[src/design/lws_pkg.sv]
// ----------------------------------------------------------------------------
// lws_pkg: shared constants and types for the latency window statistics block
// Window size, field widths, derived counter widths and the link types
// passed between the sorted cells.
// ----------------------------------------------------------------------------
package lws_pkg;

    localparam int WINDOW = 64;

    localparam int VAL_W   = 24;
    localparam int CNT_W   = $clog2(WINDOW + 1);
    localparam int IDX_W   = $clog2(WINDOW);
    localparam int SUM_W   = VAL_W + CNT_W;
    localparam int STEP_W  = $clog2(SUM_W + 1);
    localparam int OCNT_W  = 7;
    localparam int LVL_W   = 2;
    localparam int CFG_IDX_W = 4;

    // percentile bookkeeping: p_idx = floor(count * PCT_NUM / PCT_DEN)
    localparam int PCT_NUM = 95;
    localparam int PCT_DEN = 100;
    localparam int PREM_W  = $clog2(PCT_DEN + PCT_NUM);

    // tap select tree: groups of eight cells
    localparam int GRP_SIZE = 8;
    localparam int N_GROUPS = (WINDOW + GRP_SIZE - 1) / GRP_SIZE;
    localparam int GRP_W    = (N_GROUPS > 1) ? $clog2(N_GROUPS) : 1;
    localparam int SEL_W    = GRP_W + 3;

    localparam logic [VAL_W-1:0] WARN_RESET = VAL_W'(1000);
    localparam logic [VAL_W-1:0] CRIT_RESET = VAL_W'(50000);

    localparam logic [CFG_IDX_W-1:0] REG_WARN = CFG_IDX_W'(0);
    localparam logic [CFG_IDX_W-1:0] REG_CRIT = CFG_IDX_W'(1);

    localparam logic [LVL_W-1:0] ALARM_NORMAL = LVL_W'(0);
    localparam logic [LVL_W-1:0] ALARM_WARN   = LVL_W'(1);
    localparam logic [LVL_W-1:0] ALARM_CRIT   = LVL_W'(2);

    typedef struct packed {
        logic             valid;
        logic [VAL_W-1:0] val;
    } cell_link_t;

    typedef struct packed {
        logic             ins;
        logic             del;
        logic [VAL_W-1:0] key;
    } chain_cmd_t;

endpackage

[src/design/lws_div.sv]
// ----------------------------------------------------------------------------
// lws_div: bit-serial restoring divider
// Divides the window sum by the sample count, one quotient bit per cycle.
// ----------------------------------------------------------------------------
module lws_div import lws_pkg::*; (
    input  logic             clk,
    input  logic             rst_n,
    input  logic             start,
    input  logic [SUM_W-1:0] dividend,
    input  logic [CNT_W-1:0] divisor,
    output logic             done,
    output logic [SUM_W-1:0] quotient
);

    logic              busy_reg;
    logic              done_reg;
    logic [STEP_W-1:0] step_reg;
    logic [CNT_W-1:0]  rem_reg;
    logic [SUM_W-1:0]  quo_reg;
    logic [CNT_W-1:0]  dvs_reg;

    logic [CNT_W:0]    shifted;
    logic              fits;
    logic [CNT_W:0]    diff;

    assign shifted = {rem_reg, quo_reg[SUM_W-1]};
    assign fits    = shifted >= {1'b0, dvs_reg};
    assign diff    = shifted - {1'b0, dvs_reg};

    always_ff @(posedge clk or negedge rst_n)
    begin
        if (!rst_n)
        begin
            busy_reg <= 1'b0;
            done_reg <= 1'b0;
            step_reg <= '0;
        end
        else if (start)
        begin
            busy_reg <= 1'b1;
            done_reg <= 1'b0;
            step_reg <= STEP_W'(SUM_W);
        end
        else if (busy_reg)
        begin
            step_reg <= step_reg - STEP_W'(1);
            if (step_reg == STEP_W'(1))
            begin
                busy_reg <= 1'b0;
                done_reg <= 1'b1;
            end
        end
    end

    always_ff @(posedge clk)
    begin
        if (start)
        begin
            quo_reg <= dividend;
            rem_reg <= '0;
            dvs_reg <= divisor;
        end
        else if (busy_reg)
        begin
            quo_reg <= {quo_reg[SUM_W-2:0], fits};
            rem_reg <= fits ? diff[CNT_W-1:0] : shifted[CNT_W-1:0];
        end
    end

    assign done     = done_reg;
    assign quotient = quo_reg;

endmodule

[config.mk]
export PLATFORM = sky130hd
export DESIGN_NAME = lws_div
export DESIGN_NICKNAME = d
export VERILOG_FILES = /design/src/design/lws_pkg.sv /design/src/design/lws_div.sv
export SDC_FILE = /design/constraint.sdc
export NUM_CORES = 1
export LEC_CHECK = 0
export ABC_AREA = 1
export BUFFER_PORTS_ARGS = -buffer_cell sky130_fd_sc_hd__clkbuf_2
export CAP_MARGIN = 10
export CORE_UTILIZATION = 40
export DETAILED_ROUTE_END_ITERATION = 16
export PLACE_DENSITY_LB_ADDON = 0.2
export SYNTH_ARGS = -nofsm -noshare
export SYNTH_HDL_FRONTEND = slang
export SYNTH_SLANG_ARGS = --single-unit
[constraint.sdc]
create_clock -name clk -period 2.3 [get_ports clk]
set_input_delay 0 -clock clk [delete_from_list [all_inputs] [get_ports clk]]
set_output_delay 0 -clock clk [all_outputs]
set_load 0.05 [all_outputs]
### Word-level counts from Yosys, hierarchy flattened

Index checks and enable logic that the tools add are counted.

* input bits: 41
* flip-flop bits (word level): 52
* output and inout port bits: 32
* logic and storage cells: 24

* $add $sub $neg: 2
* equality and inequality tests: 1
* reductions and logical operators: 3
* order comparisons: 1
* multiplexer cells: 11

Operators with widths (count)
* $mux 31: 2
* $mux 5: 2
* $ge 8x7->1: 1
* $mux 7: 1
* $sub 7x7->7: 1
* $mux 1: 6
* $eq 5x1->1 const B: 1
* $sub 5x1->5 const B: 1
* $reduce_bool 2->1: 2
* $reduce_and 2->1: 1

### Logic depth before layout (Yosys ltp)

* depth in word-level cells: 4
* mapped depth: 12
* gate-level depth less buffers: 12

### Worst setup path before layout

Ideal clock, no wire load.

* kind: reg-to-reg
* from: register quo_reg[30], in the netlist quotient[30]
* to: register rem_reg[0]
* required time: 2154 ps
* stages on the path, launching flop included: 12
* buffers on the path: 0
* period minus slack after synthesis: 2069 ps
* path slack: 231 ps
* setup time: 146 ps
* arrival time: 1923 ps
* cell sequence: edfxtp_1 > inv_1 > ha_1 > fa_1 > inv_1 > nand2_1 > nand2_2 > nand3_2 > nand3_4 > nand2_1 > nand3_1 > o21ai_2

* longest elaborated chain between the ends: 2
* elaborated cells on any way between the ends: 3
* classes of those cells: 1 x add/sub; 1 x order compare; 1 x mux

Ends and longest elaborated chain
* from (decl): line lws_div.sv:19 `logic [SUM_W-1:0] quo_reg;`
* from (signal assigned): line lws_div.sv:59 `quo_reg <= dividend;`
* from (signal assigned): line lws_div.sv:65 `quo_reg <= {quo_reg[SUM_W-2:0], fits};`
* $sub 7x7->7 / $ge 8x7->1 (equally long branches): line lws_div.sv:28, lws_div.sv:27
* $mux 7 (*): line lws_div.sv:66 `rem_reg <= fits ? diff[CNT_W-1:0] : shifted[CNT_W-1:0];`
* to (signal assigned): line lws_div.sv:66
* to (decl): line lws_div.sv:18 `logic [CNT_W-1:0] rem_reg;`

Mark *: on every way between the ends. The rest lies on a longest branch, timed or not.
A chain may end at the register's enable or synchronous reset.

### Worst setup path in the final report

* from: register quo_reg[30], in the netlist quotient[30]
* to: register quo_reg[0], in the netlist quotient[0], data pin

* longest elaborated chain between the ends: 3

Ends and longest elaborated chain
* $ge 8x7->1: line lws_div.sv:27 `assign fits = shifted >= {1'b0, dvs_reg};`
* $mux 31: line lws_div.sv:63 `else if (busy_reg)`
* $mux 31: line lws_div.sv:57 `if (start)`

Every way passes these cells. The select of a mux whose other input is x is not followed.

==> summary.md <==
| Metric | Value |
|---|---|
| Tcrit/Tclk final | `81.5%` |
| Worst Path Arrival | `2.01 ns` |
| Switching Share | `between 30% and 40%` |
| Setup Skew | `0.0128 ns` |
| TritonCTS clock tree | `done` |
| Port Buf Inserts | `approximately 70` |
| Post-Syn Instances | `between 200 and 300` |
| Number of routed nets with antenna violations | `0` |
| Register area share after synthesis | `55.9%` |
| Clk root buf | `clkbuf_8` |
| Avg WL per Cell | `12.1 µm` |
| Grt ovf | `0` |
| Final setup fails | `0` |
| Initial antenna violation count | `0` |
| Min-Delay Path Class | `in -> reg` |
| Post-CTS setup buffers | `0` |
| Initial core utilization | `41.2%` |
| Max Used Layer | `met4` |
| Clock slew at reported path FFs | `approximately 0.1 ns` |
| Max reg flops | `31` |
| Io pins | `73` |
| Fin area | `3530 µm²` |
| Startpoint Class | `register` |
| Met3 Wirelength | `254 µm` |
| WL met2 | `2.80 mm` |
| WP data required | `2.44 ns` |
| Setup crit start | `quotient[30]` |
| Vias in the first global route | `2233` |
| Routability congestion estimate | `a little under 0.8` |
| Layout Nets | `between 400 and 500` |
| CP Max Fanout | `8` |
| Setup TNS | `0 ns` |
| Die Y | `82.7 µm` |
| Dpl hpwl | `3.93 mm` |
| EDFF count, synth | `38` |
| Hold Vio Cnt, Final | `0` |
| Fmax | `534 MHz` |
| Standard-cell row count | `29` |
| Worst-Margin Slew | `0.584 ns` |
| Max-slew violations | `0` |
| Syn-to-layout area delta | `35.6%` |
| LEAKAGE | `1.78 nW` |
| Setup WS pre-CTS | `0.487 ns` |
| Cell Area, Placed | `around 3100 µm²` |
| Final setup margin | `0.426 ns` |
| Met1 wire length | `between 2 and 3 mm` |
| Maxcap violations | `0` |
| Synth warn | `0` |
| Post-CTS Resized | `0` |
| Hold Crit Start | `start` |
| Critical path class | `reg -> reg` |
| TritonRoute pass-1 iters | `4` |
| Reg power frac | `between 40% and 50%` |
| Seq cells post-synth | `52` |
| Die width | `82.7 µm` |
| Worst setup EP type | `register` |
| Rel. slew slack | `61.0%` |
| Most frequent cells in the layout | `nand2_1, clkbuf_2, edfxtp_1, dlygate4sd3_1, inv_1` |
| First-pass GRT wire length | `10.0 mm` |
| Critical R2R Launch | `quotient[30]` |
| Distinct cells, synth | `29` |
| Clock power share | `between 10% and 20%` |
| Overall Global Routing Usage | `19.7%` |
| Syn_area_per_cell | `8.92 µm²` |
| Post-synthesis async set-or-reset flop share | `13.5%` |
| Die Footprint | `a little under 7000 µm²` |
| Starting DRC count in detailed routing | `110` |
| CTS Sinks | `52` |
| Power per cell area | `786 nW/µm²` |
| Largest net degree at the start of global routing | `40` |
| Post-route DRC violation count | `0` |
| Syn Nets | `343` |
| Comb pwr share | `37.4%` |
| Outcome | `complete, no violations` |
| Fraction of layout cells with a size suffix above 1 | `24.8%` |
| Floorplan core area | `6310 µm²` |
| Fin crit period | `1.87 ns` |
| Num CTS Buffers | `5` |
| Max rail drop VDD | `0.000448 V` |
| Switching Power | `1.06 mW` |
| Vias post-DR | `2233` |
| RSZ-0062 raised after global routing | `no` |
| Htree depth | `2` |
| N_diodes | `0` |
| Clk_lat worst skew | `0.31 ns` |
| P_int | `1.72 mW` |
| Commonest non-fill, non-tap cell in the layout | `nand2_1` |
| Mapped Area | `2600 µm²` |
| Primary FF master, synth | `edfxtp_1` |
| Final wirelength | `just under 6 mm` |
| Vias per cell | `roughly 4.6` |
| Clock buffer depth | `2` |
layout make-up:
cell class              count  area [µm²]
clock buffers               5        68.8
clock inverters             3        21.3
fillers                   606        2780
inverters                  29         109
multi-input cells         204        1010
flip-flops and latches     52        1460
well taps                  77        96.3
repair buffers            114         771
cell families after synthesis:
kind of cell    synth area share, %
simple gates                   29.9
flops                          55.9
buf+inv                        5.33
compound gates                 3.03
fa+ha+maj                      5.09
xor+xnor                      0.673
routing by layer:
metal	vias up	track usage, %
li1	1162	-
met1	1009	24.6
met2	54	33.2
met3	8	4.73
met4	0	6.72
met5	-	0
cell usage after synthesis, types with 4 or more instances:
cell	count	area, µm²
inv_1	26	97.6
clkbuf_1	6	22.5
nand2_1	135	507
dfxtp_1	7	140
nand3_1	15	75.1
nor2_1	9	33.8
nand3b_1	5	37.5
ha_1	9	113
nand2_2	4	25.0
dfrtp_1	7	175
edfxtp_1	38	1140
power groups by stage:
stage               Clock [mW]  Sequential [mW]  Combinational (mW)
global placement             0             1.23               0.984
detailed placement           0             1.23               0.991
floorplan                    0             1.42               0.578
CTS                      0.551             1.21                1.05
global route             0.581             1.22                1.18
finish                   0.526             1.21                1.04
per-stage QoR:
step / total power [mW] / util (%) / hold slack [ns] / instances
final: 2.77 / 55.9 / 0.0296 / 484
after global routing: 2.98 / 55.9 / 0.0445 / 484
after CTS: 2.81 / 55.9 / 0.0190 / 484
after detailed placement: 2.22 / 48.5 / -0.148 / 438
after global placement: 2.21 / 48.5 / -0.147 / 438
after floorplan: 2.00 / - / -0.296 / 292
critical path, stage by stage (launching register included):
cell	delay, ns
edfxtp_1	0.36
inv_1	0.06
ha_1	0.22
fa_1	0.41
inv_1	0.09
nand2_1	0.06
nand2_2	0.08
nand2_2	0.06
nand2_1	0.07
nand2_2	0.11
a31oi_1	0.19
path summary, 6_finish.rpt:
check | to | slack [ns] | cells after the start
min in group asynchronous | step_reg[0] | 0.06 | 2
worst max register to register | quotient[0] | 0.43 | 10
worst min-delay path | step_reg[0] | 0.03 | 3
worst max-delay path | quotient[0] | 0.43 | 10
worst min register to register | rem_reg[4] | 0.48 | 2
max in group asynchronous | step_reg[3] | 2.07 | 2
timing repair:
item,4_1_cts,5_1_grt
hold endpoints to repair,44,0
endpoints found under the setup margin,0,0
hold buffers,38,0
Power figures use the tool's default switching activity.
