### src/design/lws_ram.sv
// ----------------------------------------------------------------------------
// lws_ram: generic simple dual-port RAM
// One write port and one read port with registered read data.
// ----------------------------------------------------------------------------
module lws_ram #(
    parameter int WIDTH = 8,
    parameter int DEPTH = 16
) (
    input  logic                     clk,
    input  logic                     we,
    input  logic [$clog2(DEPTH)-1:0] waddr,
    input  logic [WIDTH-1:0]         wdata,
    input  logic                     re,
    input  logic [$clog2(DEPTH)-1:0] raddr,
    output logic [WIDTH-1:0]         rdata
);

    logic [WIDTH-1:0] mem_reg [DEPTH];
    logic [WIDTH-1:0] rdata_reg;

    always_ff @(posedge clk)
    begin
        if (we)
        begin
            mem_reg[waddr] <= wdata;
        end
        if (re)
        begin
            rdata_reg <= mem_reg[raddr];
        end
    end

    assign rdata = rdata_reg;

endmodule

### config.mk
export PLATFORM = sky130hd
export DESIGN_NAME = lws_ram
export DESIGN_NICKNAME = d
export VERILOG_FILES = /design/src/design/lws_ram.sv
export SDC_FILE = /design/constraint.sdc
export NUM_CORES = 1
export LEC_CHECK = 0
export ABC_AREA = 1
export BUFFER_PORTS_ARGS = -buffer_cell sky130_fd_sc_hd__buf_2
export CORE_MARGIN = 4
export CORE_UTILIZATION = 29
export DETAILED_ROUTE_END_ITERATION = 8
export GPL_TIMING_DRIVEN = 0
export PLACE_DENSITY_LB_ADDON = 0.15
export SYNTH_ARGS = -nofsm -noshare
export SYNTH_HDL_FRONTEND = slang
export SYNTH_SLANG_ARGS = --single-unit
### constraint.sdc
create_clock -name clk -period 1.1 [get_ports clk]
set_input_delay 0 -clock clk [delete_from_list [all_inputs] [get_ports clk]]
set_output_delay 0 -clock clk [all_outputs]
set_load 0.005 [all_outputs]
# Word-level counts from Yosys, hierarchy flattened
# Memories as Yosys holds them, arrays and structs flattened. A register that Yosys moved wholly into a read port is not among the register bits.
# Cells that the tools add are included.
# totals
ff_bits,0
ramBits,128
in_bits,19
output_inout_bits,8
wordCells,3
memories,1
# classes
mux,2
# memory_table
name,depth,word_bits,read_ports,rd_ports_with_merged_regs,write_ports,line,text
mem_reg,16,8,1,1,1,18,logic [WIDTH-1:0] mem_reg [DEPTH];
# op_table
operator,count
$mux W1,2

# Logic depth before layout (Yosys ltp)
# Gate-level depths: netlist of the first run.
# depth
depth_word,2
ltp_mapped,8
ltp_nobuf,7

# Worst setup path after synthesis of the first run
# No wires, ideal clock.
# synth_path
path_type,input -> register
startpoint,input port waddr[2]
endpoint,memory mem_reg[10][0] (enable)
setup_ns,0.370
t_arrival_ns,0.581
required_time_ns,0.730
setup_slack_ns,0.149
path_stages,2
n_path_buf,0
path_cell_list,nand3b_1 > nor2_1
# synth_rtl
item,line,text
"start, declared",11,"input logic [$clog2(DEPTH)-1:0] waddr,"
"end, declared",18,
# No word-level cell before the write port.

==> metrics.md, run 1 <==
| Metric | Value |
|---|---|
| Synth Area in Simple Gates | `20.8%` |
| GPL Wtd Cong | `0.844` |
| Setup CP Type | `flop to flop` |
| Root buf cell | `clkbuf_16` |
| Mapped Cells | `551` |
| Synth Area in Compound Gates | `0%` |
| Area contributors post-synth | `edfxtp_1 70%, nand2_1 11%, nand3_1 8.3%` |
| Max cap viols | `0` |
| Most frequent cells in the layout | `152 x nand2_1, 136 x edfxtp_1, 99 x inv_1` |
| CP Buf/Inv Count | `1` |
| Seq/Total Area, Yosys | `69.8%` |
| Antenna Nets Post-Route | `0` |
| TritonCTS Sinks | `136` |
| Critical Path, Cell by Cell | `inv_1, nand2_1, nand3_1, nand3_2, nand3_1, nand2_2` |
| Crit end category | `flop` |
| Stages on worst setup path | `6` |
| Chip width | `150 um` |
| Initial Util | `29.7%` |
| DRC | `0` |
| CTS tree | `yes` |
| Max reg flops | `128` |
| Startpoint types | `flop` |
| Clk slew on worst S/H paths | `0.06 ns` |
| Gr usage total | `14.3%` |
| Worst r2r dst | `rdata[1]$_DFFE_PP_` |
| HP Class | `input pin to flop` |
| Finished Layout Cells | `872` |
| Final Worst Setup Slack | `-0.0110 ns` |
| Flops & latches, synth | `136` |
| First-pass DRT Iterations | `6` |
| # IOs | `27` |
| Hold Fails Final Rpt | `0` |
| Adder-cell share of the synthesized area | `0%` |
| Final-report max-slew violation count | `0` |
| Total number of yosys warnings | `0` |
| Depth of the CTS H-tree | `4` |
| Post-Route Utilization | `37.0%` |
| R2r setup slk | `-0.01 ns` |
| Skew-Pair Late Insertion Delay | `0.42 ns` |
| Vias in the first global route | `3754` |
| Worst path required time | `1.26 ns` |
| Longest Clk Path Bufs | `2` |
| Port bufs | `23` |
| Antenna violations before repair | `0` |
| CP max stage cell | `edfxtp_1` |
| Final Net Count | `613` |
| Placeable Area | `19700 sq um` |
| Filler cells | `1981` |
| Pre-CTS setup slack | `-0.427 ns` |
| Max Clk Rate | `900 MHz` |
| Most common cell after layout, fill and taps aside | `nand2_1` |
| Slowest stage delay, CP | `0.35 ns` |
| Outcome | `finished, violations left` |
| Area growth from synthesis to layout | `24.3%` |
| Die Y | `150 um` |
| Max VDD drop | `918 uV` |
| Via/cell ratio | `4.36` |
| CP Launch Point | `mem_reg[15][1]$_DFFE_PP_` |
| Synth top area share | `69.8%` |
| Area leader, netlist | `edfxtp_1` |
| Mux share of post-synthesis cell area | `0%` |
| Antenna Cells | `0` |
| Avg WL per Cell | `17.7 um` |
| Minimum clock period | `1.11 ns` |
| Dpl cells | `839` |
| Cell count of the worst reg-to-reg path | `6` |
| Synthesized cell area | `5850 sq um` |
| Vias after detailed routing | `3802` |
| DR iter-0 viols | `280` |
| Post-synthesis xor/xnor area fraction | `0%` |
| Setup TNS | `-0.0200 ns` |
| Crit path to | `rdata[1]$_DFFE_PP_` |
| CTS buffer count | `17` |
| Syn_nets | `570` |
| Top fanout value on the critical path | `1` |
| Worst-Margin Slew | `0.826 ns` |
| RSZ-0062 raised after global routing | `true` |
| Share of cells above drive strength 1 | `26.5%` |
| Crit path max-delay family | `simple AND/OR/NAND/NOR gates` |
| Critical Path AT | `1.27 ns` |
| Failing checks | `negative setup slack` |
| First-pass GRT wire length | `23100 um` |
| Critical path's most frequent cell | `nand3_1` |
| Cell variety after synth | `11` |
| Drt total wl | `15400 um` |
| Largest family of logic cells by synthesized area | `simple AND/OR/NAND/NOR gates` |
| Gr ovfl total | `0` |
| Final setup viols | `2` |
| Ratio of final minimum period to clock period | `101%` |
| Pwr dens | `1740 nW/um^2` |
| Layout Skew | `0.00686 ns` |
| Slew headroom | `44.7%` |
| Dpl hpwl | `10400 um` |
| Avg Cell Area, Syn | `10.6 sq um` |
| Leakage | `3.03 nW` |
| Row Count | `51` |
| Largest net degree at the start of global routing | `17` |
| Die ar. | `22500 sq um` |
| Worst r2r src | `mem_reg[15][1]$_DFFE_PP_` |
worst reg2reg max path: cells and delay by family (launching register included):
kind / cells / cell delay [ns]
flip-flops: 1 / 0.35
buffers and inverters: 1 / 0.06
AND/OR/NAND/NOR: 5 / 0.43
power breakdown:
| group | switching (mW) | leakage [nW] | internal [mW] |
|---|---|---|---|
| Clock | 2.13 | 0.285 | 3.75 |
| Sequential | 0.0253 | 1.24 | 5.84 |
| Combinational | 0.624 | 1.51 | 0.263 |
| Total | 2.78 | 3.03 | 9.85 |
metrics by stage:
step | area [sq um] | total power [mW] | hold slack, ns
3_3_place_gp | 6290 | 6.74 | 0.336
4_1_cts | 7010 | 12.6 | 0.0164
6_report | 7270 | 12.6 | 0.0246
2_1_floorplan | 5850 | 6.38 | 0.0989
3_5_place_dp | 6290 | 6.75 | 0.337
5_1_grt | 7270 | 13.1 | 0.0203
how the worst min path moves through the flow:
stage	startpoint	endpoint	slack [ns]	depth (start not counted)
floorplan	wdata[0]	mem_reg[0][0]$_DFFE_PP_	0.1	0
detailed placement	re	rdata[7]$_DFFE_PP_	0.34	1
global placement	re	rdata[7]$_DFFE_PP_	0.34	1
CTS	wdata[2]	mem_reg[2][2]$_DFFE_PP_	0.02	1
finish	wdata[6]	mem_reg[13][6]$_DFFE_PP_	0.02	1
global route	wdata[2]	mem_reg[0][2]$_DFFE_PP_	0.02	1
routing by layer:
layer | track usage (%) | vias to the layer above | wire [um]
met1 | 20.2 | 1824 | 7490
met5 | 0 | - | 0
met4 | 5.44 | 0 | 245
met2 | 21.6 | 89 | 7070
li1 | - | 1869 | -
met3 | 2.91 | 20 | 591
Yosys cell counts:
cell	instances
nand3_1	97
buf_4	4
nand2_1	173
inv_1	100
buf_1	1
edfxtp_1	136
buf_2	13
nor2_1	17
buf_6	6
inv_2	2
nand3b_1	2
timing repair:
item                                    CTS  global route
endpoints found under the hold margin     8             0
pin swaps                                 6            21
endpoints found under the setup margin    8            59
hold buffers                              1             0
resized for setup                        22            63
setup buffers                             0             0
final cells by class:
| type | count | area [sq um] | area share (%) |
|---|---|---|---|
| Inverter | 102 | 383 | 5.27 |
| Multi-Input combinational cell | 289 | 1570 | 21.6 |
| Buffer | 24 | 166 | 2.29 |
| Clock inverter | 15 | 184 | 2.53 |
| Timing Repair Buffer | 24 | 125 | 1.72 |
| Sequential cell | 136 | 4080 | 56.2 |
| Tap cell | 265 | 332 | 4.56 |
| Clock buffer | 17 | 425 | 5.86 |
kinds of logic (layout without fill, tap and decap cells):
logic type	Yosys count	in the layout
flip-flops	136	136
buffers and inverters	126	182
AND/OR/NAND/NOR	289	289
No activity file was read; power rests on OpenSTA's default activity.
==> inputs of run 2 (changes only) <==
Settings changed: CORE_UTILIZATION 29 to 25, TNS_END_PERCENT set to 5.
==> run 2 against run 1 <==
  * The flow still finishes with violations (negative setup slack)
  * Worst hold slack worse by 0.013 ns
  * Die area is 15% higher
  * Via count is 0.89% lower
  * Sequential share of layout area is 0.17 points lower
  * Combinational power hardly changed
  * Critical path depth stayed put
  * Final area is 0.31% higher
  * Non-clock buffer count stayed put
  * Maximum frequency is 2.7% lower
  * Clock power is 1% higher
  * Clock-buffer cell count is 1 higher
  * Clock skew is 0.0036 ns higher
  * Critical path type unchanged
==> metrics.md, run 2 (synthesis gave the netlist of run 1 again) <==
| Metric | Value |
|---|---|
| Outcome | `finished, violations left` |
| Failing checks | `negative setup slack` |
| GPL Wtd Cong | `0.767 (-9.1%)` |
| # IOs | `27 (unchanged)` |
| Antenna Cells | `0 (unchanged)` |
| Critical Path AT | `1.31 ns (+0.04 ns)` |
| Worst path required time | `1.26 ns (about the same)` |
| Port bufs | `23 (unchanged)` |
| Row Count | `55 (+7.8%)` |
| Placeable Area | `22800 sq um (+16%)` |
| Gr ovfl total | `0 (unchanged)` |
| CP max stage cell | `edfxtp_1` |
| Crit path max-delay family | `simple AND/OR/NAND/NOR gates` |
| Sequential power share | `46.2% (-0.2 points)` |
| Clock Power Share | `46.8% (+0.3 points)` |
| Area growth from synthesis to layout | `24.7%` |
| Share of cells above drive strength 1 | `25.2% (-1.3 points)` |
| Antenna violations before repair | `0 (unchanged)` |
| Post-Place Cell Area | `6350 sq um (+0.95%)` |
| Critical Path, Cell by Cell | `inv_1, nand2_1, nand3_2, nand3_2, nand3_2, nand2_2` |
| Final-report max-slew violation count | `0 (unchanged)` |
| Dpl hpwl | `10700 um (+2.3%)` |
| Setup CP Type | `flop to flop` |
| Gr usage total | `12.9% (-1.3 points)` |
| Overall Power | `12.7 mW (+0.46%)` |
| Largest net degree at the start of global routing | `17 (unchanged)` |
| Fin area | `7290 sq um (+0.31%)` |
| DRC | `0 (unchanged)` |
| Slowest stage delay, CP | `0.38 ns (+0.03 ns)` |
| Longest Clk Path Bufs | `2 (unchanged)` |
| Critical path's most frequent cell | `nand3_2` |
| Vias in the first global route | `3889 (+3.6%)` |
| Avg WL per Cell | `17.5 um (-0.77%)` |
| Die Y | `161 um (+7.3%)` |
| Ratio of final minimum period to clock period | `104% (+2.9 points)` |
| HP Class | `input pin to flop` |
| Startpoint types | `flop` |
| Worst r2r dst | `rdata[2]$_DFFE_PP_` |
| Clk slew on worst S/H paths | `0.06 ns (about the same)` |
| Final setup viols | `13 (+11)` |
| Max Clk Rate | `875 MHz (-2.7%)` |
| Worst-Margin Slew | `0.919 ns (+0.0933 ns)` |
| Max cap viols | `0 (unchanged)` |
| Setup TNS | `-0.133 ns (-0.113 ns)` |
| Skew-Pair Late Insertion Delay | `0.43 ns (about the same)` |
| RSZ-0062 raised after global routing | `true` |
| Layout Skew | `0.0104 ns (+0.00356 ns)` |
| Die ar. | `25900 sq um (+15%)` |
| First-pass GRT wire length | `24400 um (+5.9%)` |
| Pre-CTS setup slack | `-0.541 ns (-0.114 ns)` |
| Top fanout value on the critical path | `1 (unchanged)` |
| Sw Share | `22.3% (+0.27 points)` |
| Hold Fails Final Rpt | `0 (unchanged)` |
| Pint | `9.86 mW (+0.11%)` |
| Pwr dens | `1740 nW/um^2 (+0.15%)` |
| Minimum clock period | `1.14 ns (+0.0314 ns)` |
| Hold EP | `mem_reg[2][4]$_DFFE_PP_` |
| Max VDD drop | `705 uV (-23%)` |
| Hold Crit Depth | `1 (unchanged)` |
| CTS tree | `yes` |
| Worst r2r src | `mem_reg[11][2]$_DFFE_PP_` |
| Final Net Count | `613 (unchanged)` |
| Root buf cell | `clkbuf_16` |
| TritonCTS Sinks | `136 (unchanged)` |
| Post-Route Utilization | `31.9% (-5.1 points)` |
| Via/cell ratio | `4.10 (-6.0%)` |
| Initial Util | `25.6% (-4.2 points)` |
| Slew headroom | `38.5% (-6.2 points)` |
| Depth of the CTS H-tree | `4 (unchanged)` |
| Most common cell after layout, fill and taps aside | `nand2_1` |
| Leakage | `3.03 nW (-0.19%)` |
| CTS buffer count | `17 (unchanged)` |
| Final Worst Setup Slack | `-0.0424 ns (-0.0314 ns)` |
| Vias after detailed routing | `3768 (-0.89%)` |
| Antenna Nets Post-Route | `0 (unchanged)` |
| Crit end category | `flop` |
| Most frequent cells in the layout | `152 x nand2_1, 136 x edfxtp_1, 100 x inv_1` |
| Drt total wl | `16100 um (+4.6%)` |
| Psw | `2.82 mW (+1.7%)` |
| Max reg flops | `128 (unchanged)` |
| Cell count of the worst reg-to-reg path | `6 (unchanged)` |
| DR iter-0 viols | `280 (unchanged)` |
| CP Buf/Inv Count | `1 (unchanged)` |
| Hold path start | `wdata[4]` |
| R2r setup slk | `-0.04 ns (-0.03 ns)` |
| Power share of the combinational group | `7.0% (about the same)` |
| First-pass DRT Iterations | `4 (-2)` |
| Chip width | `161 um (+7.3%)` |
[run 2: through the flow]
step / hold slack [ns] / instances
2_1_floorplan: 0.0989 / 551
6_report: 0.0114 / 919
4_1_cts: 0.00635 / 919
3_3_place_gp: 0.330 / 887
3_5_place_dp: 0.365 / 887
5_1_grt: 0.0277 / 919
[run 2: worst reg2reg max path, stage by stage, from the launching register on]
cell and delay (ns):
edfxtp_1 0.38, inv_1 0.06, nand2_1 0.06, nand3_2 0.09
nand3_2 0.08, nand3_2 0.11, nand2_2 0.10
[run 2: repair_timing]
item                                   CTS  global route
endpoints found under the hold margin    8             0
setup endpoints to repair               24            56
setup buffers                            0             0
pin swaps                                2            17
gates resized for setup                 15            62
hold buffers                             1             0
[run 2: power groups by stage]
stage / registers (mW) / clock network (mW) / logic [mW]
5_1_grt: 5.87 / 6.27 / 0.980
3_3_place_gp: 5.97 / 0 / 0.785
4_1_cts: 5.87 / 6.06 / 0.816
3_5_place_dp: 5.98 / 0 / 0.787
2_1_floorplan: 5.97 / 0 / 0.409
6_report: 5.87 / 5.94 / 0.884
[run 2: layer usage]
| metal | wire [um] | track usage, % | part of all wire (%) | vias to the layer above |
|---|---|---|---|---|
| met5 | 0 | 0 | 0 | - |
| met4 | 264 | 5.62 | 1.6 | 0 |
| met3 | 885 | 2.18 | 5.5 | 21 |
| met2 | 7550 | 20.0 | 47 | 80 |
| met1 | 7400 | 18.0 | 46 | 1796 |
| li1 | - | - | - | 1871 |
[run 2: area by class of cell]
type / instances / area (sq um)
fillers: 2374 / 15600
flip-flops and latches: 136 / 4080
multi-input cells: 289 / 1530
clock buffers: 18 / 429
well taps: 313 / 392
inverters: 102 / 383
clock inverters: 13 / 180
plain buffers: 24 / 166
repair buffers: 24 / 125
[run 2: worst max-delay path by stage]
stage	start	endpoint	slack [ns]	cells past startpoint
4_1_cts	mem_reg[14][3]$_DFFE_PP_	rdata[3]$_DFFE_PP_	-0.06	6
5_1_grt	mem_reg[2][2]$_DFFE_PP_	rdata[2]$_DFFE_PP_	-0.08	6
6_report	mem_reg[11][2]$_DFFE_PP_	rdata[2]$_DFFE_PP_	-0.04	6
3_5_place_dp	waddr[3]	mem_reg[4][1]$_DFFE_PP_	-0.54	3
2_1_floorplan	waddr[2]	mem_reg[10][0]$_DFFE_PP_	0.15	2
3_3_place_gp	waddr[1]	mem_reg[13][0]$_DFFE_PP_	-0.44	4
